==> src/rtl/fcsg_pkg.sv <==
`default_nettype none
package fcsg_pkg;

  localparam int COORD_W    = 16;
  localparam int COLOR_W    = 16;
  localparam int RADIUS_W   = 4;
  localparam int LEN_W      = 5;
  localparam int SCREEN_W   = 12;
  localparam int LIM_W      = 8;
  localparam int SUMSQ_W    = 9;
  localparam int APB_DATA_W = 32;
  localparam int APB_ADDR_W = 3;

  localparam int DEF_MAX_RADIUS    = 15;
  localparam int DEF_SCREEN_WIDTH  = 320;
  localparam int DEF_SCREEN_HEIGHT = 480;

  // Register select taken from the word address bit
  localparam logic REG_SCREEN_WIDTH  = 1'b0;
  localparam logic REG_SCREEN_HEIGHT = 1'b1;

  // Unclamped span handed from the sequencer to the clamp unit
  typedef struct packed {
    logic               valid;
    logic [COORD_W-1:0] x;
    logic [COORD_W-1:0] y;
    logic [LEN_W-1:0]   len;
  } span_req_t;

  // Last row index: r*707/1000 + 1, as a table over all radii
  function automatic logic [RADIUS_W-1:0] imax_of(input logic [RADIUS_W-1:0] r);
    logic [RADIUS_W-1:0] v;
    case (r)
      4'd0:    v = 4'd1;
      4'd1:    v = 4'd1;
      4'd2:    v = 4'd2;
      4'd3:    v = 4'd3;
      4'd4:    v = 4'd3;
      4'd5:    v = 4'd4;
      4'd6:    v = 4'd5;
      4'd7:    v = 4'd5;
      4'd8:    v = 4'd6;
      4'd9:    v = 4'd7;
      4'd10:   v = 4'd8;
      4'd11:   v = 4'd8;
      4'd12:   v = 4'd9;
      4'd13:   v = 4'd10;
      4'd14:   v = 4'd10;
      default: v = 4'd11;
    endcase
    return v;
  endfunction

endpackage
`default_nettype wire

==> src/rtl/fcsg_clamp.sv <==
`default_nettype none
module fcsg_clamp
  import fcsg_pkg::*;
(
  input  wire span_req_t          req,
  input  wire [SCREEN_W-1:0]      screen_width,
  input  wire [SCREEN_W-1:0]      screen_height,
  output logic [COORD_W-1:0]      span_x,
  output logic [COORD_W-1:0]      span_y
);

  logic [COORD_W:0]   right_end;
  logic [COORD_W-1:0] width_ext;
  logic [COORD_W-1:0] height_ext;

  assign width_ext  = {{(COORD_W-SCREEN_W){1'b0}}, screen_width};
  assign height_ext = {{(COORD_W-SCREEN_W){1'b0}}, screen_height};
  assign right_end  = {1'b0, req.x} + {{(COORD_W+1-LEN_W){1'b0}}, req.len} - (COORD_W+1)'(1);

  // Pull the start back inside the right edge and the row inside the bottom edge; wrap as the coordinates do
  always_comb begin
    if (right_end >= {1'b0, width_ext}) begin
      span_x = width_ext - {{(COORD_W-LEN_W){1'b0}}, req.len} - COORD_W'(1);
    end else begin
      span_x = req.x;
    end
    if (req.y >= height_ext) begin
      span_y = height_ext - COORD_W'(1);
    end else begin
      span_y = req.y;
    end
  end

endmodule
`default_nettype wire

==> src/rtl/fcsg_seq.sv <==
`default_nettype none
module fcsg_seq
  import fcsg_pkg::*;
#(
  parameter int MAX_RADIUS = DEF_MAX_RADIUS
) (
  input  wire                  clk,
  input  wire                  rst_n,
  input  wire                  start,
  input  wire [COORD_W-1:0]    center_x,
  input  wire [COORD_W-1:0]    center_y,
  input  wire [RADIUS_W-1:0]   radius,
  input  wire [COLOR_W-1:0]    color,
  output logic                 busy,
  output span_req_t            req,
  output logic                 done,
  output logic [COLOR_W-1:0]   color_out
);

  typedef enum logic [2:0] {
    S_IDLE, S_CENTER, S_TEST, S_OUT_P, S_OUT_M, S_IN_P, S_IN_M, S_FLUSH
  } state_t;

  state_t               state_r, state_nxt;
  logic [COORD_W-1:0]   cx_r, cx_nxt;
  logic [COORD_W-1:0]   cy_r, cy_nxt;
  logic [COLOR_W-1:0]   color_r, color_nxt;
  logic [RADIUS_W-1:0]  r_r, r_nxt;
  logic [RADIUS_W-1:0]  imax_r, imax_nxt;
  logic [LIM_W-1:0]     lim_r, lim_nxt;
  logic [RADIUS_W-1:0]  x_r, x_nxt;
  logic [RADIUS_W-1:0]  i_r, i_nxt;

  logic [RADIUS_W-1:0]  r_sat;
  logic [LIM_W-1:0]     r_sq;
  logic [LIM_W-1:0]     i_sq;
  logic [LIM_W-1:0]     x_sq;
  logic [SUMSQ_W-1:0]   sum_sq;
  logic [RADIUS_W-1:0]  i_dec;
  logic [COORD_W-1:0]   x_ext;
  logic [COORD_W-1:0]   i_ext;

  assign r_sat  = (radius > RADIUS_W'(MAX_RADIUS)) ? RADIUS_W'(MAX_RADIUS) : radius;
  assign r_sq   = {{(LIM_W-RADIUS_W){1'b0}}, r_sat} * {{(LIM_W-RADIUS_W){1'b0}}, r_sat};
  assign i_sq   = {{(LIM_W-RADIUS_W){1'b0}}, i_r} * {{(LIM_W-RADIUS_W){1'b0}}, i_r};
  assign x_sq   = {{(LIM_W-RADIUS_W){1'b0}}, x_r} * {{(LIM_W-RADIUS_W){1'b0}}, x_r};
  assign sum_sq = {1'b0, i_sq} + {1'b0, x_sq};
  assign i_dec  = i_r - RADIUS_W'(1);
  assign x_ext  = {{(COORD_W-RADIUS_W){1'b0}}, x_r};
  assign i_ext  = {{(COORD_W-RADIUS_W){1'b0}}, i_r};

  assign busy      = (state_r != S_IDLE);
  assign done      = (state_r == S_FLUSH);
  assign color_out = color_r;

  // Raw span for the current step
  always_comb begin
    req = '0;
    unique case (state_r)
      S_CENTER: begin
        req.valid = 1'b1;
        req.x     = cx_r - {{(COORD_W-RADIUS_W){1'b0}}, r_r};
        req.y     = cy_r;
        req.len   = {r_r, 1'b0};
      end
      S_OUT_P, S_OUT_M: begin
        req.valid = 1'b1;
        req.x     = cx_r - i_ext + COORD_W'(1);
        req.y     = (state_r == S_OUT_P) ? (cy_r + x_ext) : (cy_r - x_ext);
        req.len   = {i_dec, 1'b0};
      end
      S_IN_P, S_IN_M: begin
        req.valid = 1'b1;
        req.x     = cx_r - x_ext;
        req.y     = (state_r == S_IN_P) ? (cy_r + i_ext) : (cy_r - i_ext);
        req.len   = {x_r, 1'b0};
      end
      default: req = '0;
    endcase
  end

  always_comb begin
    state_nxt = state_r;
    cx_nxt    = cx_r;
    cy_nxt    = cy_r;
    color_nxt = color_r;
    r_nxt     = r_r;
    imax_nxt  = imax_r;
    lim_nxt   = lim_r;
    x_nxt     = x_r;
    i_nxt     = i_r;
    unique case (state_r)
      S_IDLE: begin
        if (start) begin
          cx_nxt    = center_x;
          cy_nxt    = center_y;
          color_nxt = color;
          r_nxt     = r_sat;
          imax_nxt  = imax_of(r_sat);
          lim_nxt   = r_sq + LIM_W'(r_sat >> 1);
          x_nxt     = r_sat;
          i_nxt     = RADIUS_W'(1);
          if (r_sat != '0) begin
            state_nxt = S_CENTER;
          end
        end
      end
      S_CENTER: state_nxt = S_TEST;
      S_TEST: begin
        if (sum_sq > {1'b0, lim_r}) begin
          if (x_r > imax_r) begin
            state_nxt = S_OUT_P;
          end else begin
            if (x_r != '0) begin
              x_nxt = x_r - RADIUS_W'(1);
            end
            state_nxt = S_IN_P;
          end
        end else begin
          state_nxt = S_IN_P;
        end
      end
      S_OUT_P: state_nxt = S_OUT_M;
      S_OUT_M: begin
        x_nxt     = x_r - RADIUS_W'(1);
        state_nxt = S_IN_P;
      end
      S_IN_P: state_nxt = S_IN_M;
      S_IN_M: begin
        if (i_r == imax_r) begin
          state_nxt = S_FLUSH;
        end else begin
          i_nxt     = i_r + RADIUS_W'(1);
          state_nxt = S_TEST;
        end
      end
      S_FLUSH: state_nxt = S_IDLE;
      default: state_nxt = S_IDLE;
    endcase
  end

  always_ff @(posedge clk) begin
    if (!rst_n) begin
      state_r <= S_IDLE;
    end else begin
      state_r <= state_nxt;
    end
    cx_r    <= cx_nxt;
    cy_r    <= cy_nxt;
    color_r <= color_nxt;
    r_r     <= r_nxt;
    imax_r  <= imax_nxt;
    lim_r   <= lim_nxt;
    x_r     <= x_nxt;
    i_r     <= i_nxt;
  end

endmodule
`default_nettype wire

==> src/rtl/filled_circle_span_generator_top.sv <==
`default_nettype none
// Filled circle span generator. Pulse start with a circle command (centre,
// radius, colour) while busy is low; the block then streams the horizontal
// spans that fill the circle, one per out_strobe pulse, with out_last_span
// set on the final span. The receiver cannot stall: every span is on the
// out_ ports for exactly one cycle. Busy stays high while the sequencer
// emits the centre span and the rows i = 1..imax, imax = r*707/1000 + 1:
// two inner and, where due, two outer spans per row. Each span waits in a
// single holding stage until a later live span or the end of the command
// frees it, then passes the output register, so the last appears in the
// cycle busy falls. A radius of zero is accepted and gives no spans.
// Screen size registers sit at byte addresses 0 (width) and 4 (height).
module filled_circle_span_generator_top
  import fcsg_pkg::*;
#(
  parameter int MAX_RADIUS = DEF_MAX_RADIUS
) (
  input  wire                    clk,
  input  wire                    rst_n,
  // command channel
  input  wire                    start,
  output logic                   busy,
  input  wire [COORD_W-1:0]      in_center_x,
  input  wire [COORD_W-1:0]      in_center_y,
  input  wire [RADIUS_W-1:0]     in_radius,
  input  wire [COLOR_W-1:0]      in_color,
  // span channel
  output logic                   out_strobe,
  output logic [COORD_W-1:0]     out_span_x,
  output logic [COORD_W-1:0]     out_span_y,
  output logic [LEN_W-1:0]       out_span_length,
  output logic [COLOR_W-1:0]     out_span_color,
  output logic                   out_last_span,
  // configuration port
  input  wire                    psel,
  input  wire                    penable,
  input  wire                    pwrite,
  input  wire [APB_ADDR_W-1:0]   paddr,
  input  wire [APB_DATA_W-1:0]   pwdata,
  output logic [APB_DATA_W-1:0]  prdata,
  output logic                   pready
);

  logic [SCREEN_W-1:0] cfg_width_r;
  logic [SCREEN_W-1:0] cfg_height_r;
  logic                cfg_wr;

  span_req_t           req;
  logic                seq_done;
  logic [COLOR_W-1:0]  seq_color;
  logic [COORD_W-1:0]  clamp_x;
  logic [COORD_W-1:0]  clamp_y;
  logic                req_live;

  // holding stage: one span kept back until we know whether it is the last
  logic                pend_r;
  logic [COORD_W-1:0]  pend_x_r;
  logic [COORD_W-1:0]  pend_y_r;
  logic [LEN_W-1:0]    pend_len_r;

  logic                out_strobe_r, out_strobe_nxt;
  logic                out_last_r, out_last_nxt;
  logic [COORD_W-1:0]  out_x_r;
  logic [COORD_W-1:0]  out_y_r;
  logic [LEN_W-1:0]    out_len_r;
  logic [COLOR_W-1:0]  out_color_r;

  // ---------------------------------------------------------------------
  // Configuration registers: the word bit of paddr selects the register,
  // byte offsets inside a word are ignored.
  // ---------------------------------------------------------------------
  assign pready = 1'b1;
  assign cfg_wr = psel && penable && pwrite && pready;

  always_ff @(posedge clk) begin
    if (!rst_n) begin
      cfg_width_r  <= SCREEN_W'(DEF_SCREEN_WIDTH);
      cfg_height_r <= SCREEN_W'(DEF_SCREEN_HEIGHT);
    end else if (cfg_wr) begin
      unique case (paddr[2])
        REG_SCREEN_WIDTH:  cfg_width_r  <= pwdata[SCREEN_W-1:0];
        REG_SCREEN_HEIGHT: cfg_height_r <= pwdata[SCREEN_W-1:0];
        default:           cfg_width_r  <= cfg_width_r;
      endcase
    end
  end

  always_comb begin
    unique case (paddr[2])
      REG_SCREEN_WIDTH:  prdata = {{(APB_DATA_W-SCREEN_W){1'b0}}, cfg_width_r};
      REG_SCREEN_HEIGHT: prdata = {{(APB_DATA_W-SCREEN_W){1'b0}}, cfg_height_r};
      default:           prdata = '0;
    endcase
  end

  // ---------------------------------------------------------------------
  // Row sequencer and the shared clamp unit every span passes through
  // ---------------------------------------------------------------------
  fcsg_seq #(
    .MAX_RADIUS (MAX_RADIUS)
  ) u_seq (
    .clk       (clk),
    .rst_n     (rst_n),
    .start     (start),
    .center_x  (in_center_x),
    .center_y  (in_center_y),
    .radius    (in_radius),
    .color     (in_color),
    .busy      (busy),
    .req       (req),
    .done      (seq_done),
    .color_out (seq_color)
  );

  fcsg_clamp u_clamp (
    .req           (req),
    .screen_width  (cfg_width_r),
    .screen_height (cfg_height_r),
    .span_x        (clamp_x),
    .span_y        (clamp_y)
  );

  // Drop zero-length spans before they reach the holding stage
  assign req_live = req.valid && (req.len != '0);

  // ---------------------------------------------------------------------
  // Holding stage and output register. A new live span pushes the held
  // one out with last clear; the end of the command flushes it with last
  // set. Nothing is held across commands.
  // ---------------------------------------------------------------------
  always_comb begin
    out_strobe_nxt = 1'b0;
    out_last_nxt   = 1'b0;
    if (req_live && pend_r) begin
      out_strobe_nxt = 1'b1;
    end else if (seq_done && pend_r) begin
      out_strobe_nxt = 1'b1;
      out_last_nxt   = 1'b1;
    end
  end

  always_ff @(posedge clk) begin
    if (!rst_n) begin
      pend_r       <= 1'b0;
      out_strobe_r <= 1'b0;
      out_last_r   <= 1'b0;
    end else begin
      out_strobe_r <= out_strobe_nxt;
      out_last_r   <= out_last_nxt;
      if (req_live) begin
        pend_r <= 1'b1;
      end else if (seq_done) begin
        pend_r <= 1'b0;
      end
    end
    if (req_live) begin
      pend_x_r   <= clamp_x;
      pend_y_r   <= clamp_y;
      pend_len_r <= req.len;
    end
    if (out_strobe_nxt) begin
      out_x_r     <= pend_x_r;
      out_y_r     <= pend_y_r;
      out_len_r   <= pend_len_r;
      out_color_r <= seq_color;
    end
  end

  assign out_strobe      = out_strobe_r;
  assign out_last_span   = out_last_r;
  assign out_span_x      = out_x_r;
  assign out_span_y      = out_y_r;
  assign out_span_length = out_len_r;
  assign out_span_color  = out_color_r;

endmodule
`default_nettype wire

==> config.mk <==
export PLATFORM = sky130hd
export DESIGN_NAME = filled_circle_span_generator_top
export DESIGN_NICKNAME = d
export VERILOG_FILES = /design/src/rtl/fcsg_pkg.sv /design/src/rtl/fcsg_clamp.sv /design/src/rtl/fcsg_seq.sv /design/src/rtl/filled_circle_span_generator_top.sv
export SDC_FILE = /design/constraint.sdc
export NUM_CORES = 1
export LEC_CHECK = 0
export BUFFER_PORTS_ARGS = -buffer_cell sky130_fd_sc_hd__buf_2
export CAP_MARGIN = 20
export CORE_ASPECT_RATIO = 0.75
export CORE_UTILIZATION = 55
export CTS_BUF_LIST = sky130_fd_sc_hd__clkbuf_8 sky130_fd_sc_hd__clkbuf_16
export DETAILED_ROUTE_END_ITERATION = 16
export PLACE_DENSITY = 0.77
export SLEW_MARGIN = 5
export SYNTH_ARGS = -nofsm -noshare
export SYNTH_HDL_FRONTEND = slang
export SYNTH_HIERARCHICAL = 1
export SYNTH_SLANG_ARGS = --single-unit
==> constraint.sdc <==
create_clock -name clk -period 17.3 [get_ports clk]
set_input_delay 3.46 -clock clk [delete_from_list [all_inputs] [get_ports clk]]
set_output_delay 3.46 -clock clk [all_outputs]
set_load 0.01 [all_outputs]
==> flow_summary.toml, run 1 <==
[yosys]
synth-main-ff-cell = "edfxtp_1"
synth.most_common_cell = "edfxtp_1"
synth_largest_area_cell = "edfxtp_1"
synth_cell_types = 86
syn_avg_cell_area_um2 = 10.22
async_flop_share = 0
yosys-top-cells-area = "edfxtp_1 37%, ha_1 14%, dfxtp_1 4.5%"
syn_inst = 1304
ys_warn_count = 6
ys_top_cells_by_count = "162 x edfxtp_1, 146 x ha_1, 134 x inv_1"
netlist_area_mm2 = 0.01333
synth_top_cell_area_share = 0.3650
ys_ff_latch = 192
synth_seq_area_share = 0.4101
synth-edff-count = 162

[global_routing]
grt_pass1_vias = 9528
track_usage = 0.2482
antenna_found_initial = 0
grt_max_degree = 49
grt_pass1_wl_um = 48110
grt-ovfl-total = 0

[critical_path]
setup.worst_path.start_class = "input pin"
cp-startpoint = "paddr[2]"
crit_path_end_kind = "output pin"
critPathRequiredTime_ns = 13.84
r2r-start = "u_seq/state_r[1]"
crit_arrival_ns = 4.31
path_max_fanout = 14
crit_type = "in2out"

[route]
wl_met3_um = 2191
wire_per_inst_um = 17.44
wl_met1_um = 14500
top_layer_used = "met4"
avgViaCountPerCell = 5.844
wl_met2_um = 13140
dr_total_vias = 10180
ant_nets = 0
wirelength_um = 30360
drc_errors = 0
first_pass_iters = 7
drt_iter0_drc = 921

[clocking]
hold_buffers = 0
cts_post_setup_buffers_inserted = 0
clock_latency_ns = 0.45
clk_pin_slew_ns = 0.08
cts_root_buf = "clkbuf_16"
h-tree-depth = 4
cts_tree = "built"
cts_made_buffers = 17
cts.sinks = 192
ctsResizeCount = 0
cts.path.max_buffers = 2

[sta]
max_slew_margin = 0.3000
setup_viol_count_final = 0
fin_crit_sh = 0.4490
final_hold_viol_count = 0
fin_skew_ns = 0.01308
maxSlewViolCount = 0
rsz0062_at_grt = "false"
worst_pin_slew_ns = 1.042
setup_slack_ns = 9.532
fin_crit_ns = 7.768
fin_setup_tns_ns = 0
fmax_ghz = 0.1287

[run]
cap_violations = 0

[finish]
drive_gt1_frac = 0.1617
areaGrowthSynthToFinish_pct = 10.83
nets = 1683
utilization = 0.6322
n_antenna_cell = 0

[floorplanning]
die_x_um = 181.7
start_util = 0.5704
coreArea_mm2 = 0.02336
io_pins = 182
die_area_mm2 = 0.02486
rows = 48
die-height_um = 136.8

[status]
status = "completed"

[placement]
gp_congestion = 0.9423
io_buffers = 138
hpwl_um = 23080
pre_cts_ws_ns = 9.536

[hold_path]
hold_path.class = "reg2reg"
min_from = "pend_len_r[0]"
## cell type report
class | count | area (um2)
tap | 300 | 375.4
fill | 1884 | 8592
clock inverter | 15 | 142.6
multi-input combinational | 937 | 7108
inverter | 134 | 503.0
sequential | 192 | 5465
timing repair buffer | 146 | 750.7
clock buffer | 17 | 425.4
## routing by layer
| layer | GRT usage | vias to the layer above |
|---|---|---|
| met4 | 0.07392 | 0 |
| met2 | 0.3774 | 440 |
| met1 | 0.3648 | 4775 |
| met3 | 0.03858 | 43 |
| met5 | 0 | - |
| li1 | - | 4917 |
## worst paths after layout
check                           slack, ns  depth (start not counted)            endpoint
worst max register to register      10.33                         27         pend_x_r[0]
worst min-delay path                 0.42                          0  out_span_length[0]
worst min register to register       0.42                          0  out_span_length[0]
worst max-delay path                 9.53                          3           prdata[1]
## flip-flops by register name, indices dropped and copies added, names as in the netlist, 5 cells and up
register	flops
out_span_x	16
out_span_y	16
out_span_length	5
u_seq/cx_r	16
out_span_color	16
pend_x_r	16
u_seq/color_out	16
cfg_width_r	12
cfg_height_r	12
u_seq/cy_r	16
pend_len_r	5
u_seq/lim_r	8
pend_y_r	16
## cells in the final DEF, fill, tap and decap left out, drive strengths merged, types with 17 or more instances in the layout
master / instances
a21o: 24
a21oi: 52
buf: 146
clkbuf: 17
conb: 22
dfxtp: 30
edfxtp: 162
ha: 146
inv: 144
mux2: 27
mux2i: 27
nand2: 101
nand3: 46
nor2: 64
nor3: 27
o21ai: 69
o22ai: 22
xnor2: 67
xor2: 28
## critical path: stages
cell and delay [ns]:
buf_2 0.30, mux2_2 0.40, buf_2 0.14
## through the flow
stage          hold slack (ns)  cell area [um2]  cells
6_report                0.4172            14770   1741
2_1_floorplan           0.4003            13400   1323
5_1_grt                 0.4163            14770   1741
3_5_place_dp            0.4045            14200   1709
3_3_place_gp            0.4003            14200   1709
4_1_cts                 0.4159            14770   1741
## kinds of logic after synthesis
kind of cell / Yosys count / share of synthesized area
xor+xnor: 95 / 0.06244
fa+ha+maj: 162 / 0.1611
other cells: 3 / 0.0008449
flops: 192 / 0.4101
mux: 54 / 0.04309
buf+inv: 194 / 0.06206
compound gates: 265 / 0.1344
simple gates: 339 / 0.1259
Power of run 1 is not shown: default switching activity piles up to over one toggle a cycle in this logic, so the estimate is an artifact.
==> run 2: changes to the inputs <==
--- a/config.mk
+++ b/config.mk
@@ -5,13 +5,14 @@
 export SDC_FILE = /design/constraint.sdc
 export NUM_CORES = 1
 export LEC_CHECK = 0
+export ABC_AREA = 1
 export BUFFER_PORTS_ARGS = -buffer_cell sky130_fd_sc_hd__buf_2
 export CAP_MARGIN = 20
 export CORE_ASPECT_RATIO = 0.75
-export CORE_UTILIZATION = 55
+export CORE_UTILIZATION = 54
 export CTS_BUF_LIST = sky130_fd_sc_hd__clkbuf_8 sky130_fd_sc_hd__clkbuf_16
 export DETAILED_ROUTE_END_ITERATION = 16
-export PLACE_DENSITY = 0.77
+export PLACE_DENSITY = 0.78
 export SLEW_MARGIN = 5
 export SYNTH_ARGS = -nofsm -noshare
 export SYNTH_HDL_FRONTEND = slang
==> constraint.sdc (replaced) <==
create_clock -name clk -period 6.4 [get_ports clk]
set_input_delay 1.28 -clock clk [delete_from_list [all_inputs] [get_ports clk]]
set_output_delay 1.28 -clock clk [all_outputs]
set_load 0.01 [all_outputs]
==> flow_summary.toml, run 2 <==
[status]
status = "completed"

[finish]
mostFrequentLayoutCell = "nand2_1"
fillers = 2192
n_antenna_cell = 0
layout_common_cells = "407 x nand2_1, 269 x inv_1, 162 x edfxtp_1"
drive_gt1_frac = 0.1321
nets = 2059
areaGrowthSynthToFinish_pct = 11.56

[clocking]
ctsResizeCount = 0
h-tree-depth = 4
cts_made_buffers = 17
cts_tree = "built"
cts.sinks = 192
hold_buffers = 0
clock_latency_ns = 0.45
cts_root_buf = "clkbuf_16"
clk_pin_slew_ns = 0.07
cts_post_setup_buffers_inserted = 0
cts.path.max_buffers = 2

[critical_path]
critPathRequiredTime_ns = 6.59
crit_type = "reg2reg"
path_max_fanout = 17
setup.worst_path.start_class = "register"
crit_arrival_ns = 5.98
r2r-start = "u_seq/state_r[2]"
slowest_delay_ns = 0.47
crit_slowest_cell = "dfxtp_1"
critical_path_buf_inv_count = 3
reg2reg_slack_ns = 0.61
crit_path_end_kind = "register"
r2r_end = "pend_x_r[0]"
reg2regPathDepth = 28
cp_top_family = "simple AND/OR/NAND/NOR gates"
cpMostUsedCell = "nand2_1"

[floorplanning]
start_util = 0.5518
coreArea_mm2 = 0.02502
die_area_mm2 = 0.02622
rows = 50
io_pins = 182
die_x_um = 186.6
die-height_um = 140.5

[yosys]
ys_ff_latch = 192
synth-main-ff-cell = "edfxtp_1"
synth_largest_area_cell = "edfxtp_1"
syn_inst = 1666
synth-edff-count = 162
ys_top_cells_by_count = "407 x nand2_1, 269 x inv_1, 162 x edfxtp_1"
synth_seq_area_share = 0.3958
netlist_area_mm2 = 0.01381
ys_warn_count = 6
syn_avg_cell_area_um2 = 8.288
synth_top_cell_area_share = 0.3523
synth_cell_types = 62
synth.most_common_cell = "nand2_1"
yosys-top-cells-area = "edfxtp_1 35%, ha_1 13%, nand2_1 11%"
async_flop_share = 0

[sta]
max_slew_margin = 0.3779
final_hold_viol_count = 0
fmax_ghz = 0.1728
rsz0062_at_grt = "false"
fin_setup_tns_ns = 0
worst_pin_slew_ns = 0.9298
fin_skew_ns = 0.01294
fin_crit_sh = 0.9041
setup_viol_count_final = 0
maxSlewViolCount = 0
fin_crit_ns = 5.786

[route]
ant_nets = 0
wirelength_um = 32220
drt_iter0_drc = 1028
wire_per_inst_um = 14.95
first_pass_iters = 5
drc_errors = 0
avgViaCountPerCell = 5.278
dr_total_vias = 11370

[run]
cap_violations = 0

[placement]
io_buffers = 138
hpwl_um = 25260
gp_congestion = 0.9323

[hold_path]
whs_path_depth = 0
min_from = "pend_y_r[6]"
hold_path.class = "reg2reg"
holdPathEnd = "out_span_y[6]"

[global_routing]
track_usage = 0.2494
grt_pass1_vias = 10440
antenna_found_initial = 0
grt_pass1_wl_um = 51730
grt_max_degree = 65
grt-ovfl-total = 0
## run 2: cell count changes in the layout (fill, tap and decap cells not counted), moves of 15 or more
cell,change
nand2_1,+307
nor2_1,+69
mux2i_1,-27
xor2_1,+18
a21o_1,-22
mux2_2,-27
o21ai_1,+22
a21oi_1,+16
nand2b_1,-15
nand4_1,+21
inv_1,+134
xnor2_1,-49
o22ai_1,-17
nand3_1,+35
## run 2: per-stage QoR
step | cells | util | setup WS (ns) | area, um2 | hold slack (ns)
2_1_floorplan | 1685 | - | 1.345 | 13880 | 0.4003
3_3_place_gp | 2123 | 0.5907 | 0.8363 | 14780 | 0.4004
3_5_place_dp | 2123 | 0.5907 | 0.7110 | 14780 | 0.4045
4_1_cts | 2155 | 0.6156 | 0.6642 | 15400 | 0.4219
5_1_grt | 2155 | 0.6156 | 0.08070 | 15400 | 0.4274
6_report | 2155 | 0.6156 | 0.6135 | 15400 | 0.4207
## run 2: layer usage
layer	GRT usage	wire, um
met4	0.06601	472
met3	0.04660	2169
met2	0.3875	14160
met5	0	0
met1	0.3573	15410
## run 2: worst max-delay path by stage
| stage | start | endpoint | slack, ns | cells after the start |
|---|---|---|---|---|
| 2_1_floorplan | u_seq/i_r[0] | u_seq/x_r[0] | 1.34 | 26 |
| 3_3_place_gp | u_seq/state_r[2] | pend_x_r[0] | 0.84 | 28 |
| 3_5_place_dp | u_seq/state_r[2] | pend_x_r[0] | 0.71 | 28 |
| 4_1_cts | u_seq/state_r[2] | pend_x_r[0] | 0.66 | 28 |
| 5_1_grt | u_seq/state_r[1] | pend_x_r[0] | 0.08 | 30 |
| 6_report | u_seq/state_r[2] | pend_x_r[0] | 0.61 | 28 |
## run 2: layout make-up
type                            instances  area [um2]  share of cell area
Tap cell                              338       422.9             0.02745
Timing Repair Buffer                  148       765.7             0.04971
Inverter                              283        1062             0.06896
Multi-Input combinational cell       1162        7064              0.4586
Clock inverter                         15       198.9             0.01291
Clock buffer                           17       425.4             0.02762
Sequential cell                       192        5465              0.3548
## run 2: cell families after synthesis
logic type | after synthesis | share of synthesized area
and+or+nand+nor | 719 | 0.2261
buffers and inverters | 331 | 0.09913
AOI/OAI and AO/OA | 194 | 0.08092
DFF | 192 | 0.3958
adders and majority gates | 162 | 0.1555
xor gates and xnor gates | 65 | 0.04177
other | 3 | 0.0008155
Power of run 2 is left out for the same reason.
==> run 3: changes to the inputs <==
--- a/config.mk
+++ b/config.mk
@@ -13,6 +13,7 @@
 export CTS_BUF_LIST = sky130_fd_sc_hd__clkbuf_8 sky130_fd_sc_hd__clkbuf_16
 export DETAILED_ROUTE_END_ITERATION = 16
 export PLACE_DENSITY = 0.78
+export RECOVER_POWER = 25
 export SLEW_MARGIN = 5
 export SYNTH_ARGS = -nofsm -noshare
 export SYNTH_HDL_FRONTEND = slang
==> flow_summary.toml, run 3 (synthesis results as in run 2) <==
[clocking]
ctsResizeCount = 0
cts.path.max_buffers = 2
cts_tree = "built"
cts.sinks = 192
cts_post_setup_buffers_inserted = 0
clock_latency_ns = 0.45
hold_buffers = 0
clk_pin_slew_ns = 0.08
cts_root_buf = "clkbuf_16"
h-tree-depth = 4
cts_made_buffers = 17

[hold_path]
hold_path.class = "reg2reg"
whs_path_depth = 0

[sta]
fin_setup_tns_ns = 0
rsz0062_at_grt = "false"
fmax_ghz = 0.1729
max_slew_margin = 0.3779
fin_crit_ns = 5.783
setup_slack_ns = 0.6169
setup_viol_count_final = 0
fin_crit_sh = 0.9036
maxSlewViolCount = 0
fin_skew_ns = 0.01116
worst_pin_slew_ns = 0.9297
final_hold_viol_count = 0

[floorplanning]
io_pins = 182
die-height_um = 140.5
die_area_mm2 = 0.02622
start_util = 0.5518
die_x_um = 186.6
rows = 50
coreArea_mm2 = 0.02502

[finish]
areaGrowthSynthToFinish_pct = 11.53
fillers = 2195
nets = 2059
drive_gt1_frac = 0.1299
mostFrequentLayoutCell = "nand2_1"
layout_common_cells = "407 x nand2_1, 269 x inv_1, 162 x edfxtp_1"
n_antenna_cell = 0

[critical_path]
reg2regPathDepth = 32
slowest_delay_ns = 0.47
critPathRequiredTime_ns = 6.59
cpMostUsedCell = "nand2_1"
setup.worst_path.start_class = "register"
crit_path_end_kind = "register"
crit_arrival_ns = 5.97
crit_type = "reg2reg"
path_max_fanout = 17
crit_slowest_cell = "dfxtp_1"

[global_routing]
antenna_found_initial = 0
grt_pass1_wl_um = 51730
track_usage = 0.2494
grt_pass1_vias = 10440
grt-ovfl-total = 0
grt_max_degree = 65

[route]
wirelength_um = 32250
dr_total_vias = 11380
wire_per_inst_um = 14.97
drt_iter0_drc = 1028
drc_errors = 0
avgViaCountPerCell = 5.281
ant_nets = 0
first_pass_iters = 5

[run]
cap_violations = 0

[placement]
gp_congestion = 0.9323
io_buffers = 138
pre_cts_ws_ns = 0.7110
hpwl_um = 25260

[status]
status = "completed"
-- run 3: layer usage --
metal | vias up | track usage | routed length, um
met5 | - | 0 | 0
met4 | 0 | 0.06601 | 452
met3 | 37 | 0.04660 | 2240
met2 | 410 | 0.3875 | 14180
met1 | 5235 | 0.3573 | 15380
li1 | 5698 | - | -
-- run 3: final cells by class --
| type | count | area (um2) | share of cell area |
|---|---|---|---|
| timing repair buffer | 148 | 760.7 | 0.04940 |
| multi-input combinational | 1162 | 7064 | 0.4587 |
| clock buffer | 17 | 425.4 | 0.02762 |
| clock inverter | 15 | 198.9 | 0.01292 |
| tap | 338 | 422.9 | 0.02746 |
| inverter | 283 | 1062 | 0.06898 |
| sequential | 192 | 5465 | 0.3549 |
-- run 3: worst paths after layout --
path	from	endpoint	slack, ns
min reg2reg	pend_y_r[6]	out_span_y[6]	0.42
max reg2reg	u_seq/state_r[2]	pend_x_r[0]	0.62
min	pend_y_r[6]	out_span_y[6]	0.42
max	u_seq/state_r[2]	pend_x_r[0]	0.62
-- run 3: worst max-delay path, delay by kind of cell, from the launching register on --
kind            cells  cell delay, ns
compound gates      4            1.02
xor+xnor            1            0.13
fa+ha+maj           4            1.30
buf+inv             5            0.28
flops               1            0.47
simple gates       18            2.30
-- run 3: per-stage QoR --
stage / area, um2 / utilization / std cells / hold WS, ns
after floorplan: 13880 / - / 1685 / 0.4003
after global placement: 14780 / 0.5907 / 2123 / 0.4004
after detailed placement: 14780 / 0.5907 / 2123 / 0.4045
after CTS: 15400 / 0.6156 / 2155 / 0.4219
after global routing: 15400 / 0.6154 / 2155 / 0.4274
final: 15400 / 0.6154 / 2155 / 0.4207
Power of run 3 is left out for the same reason.
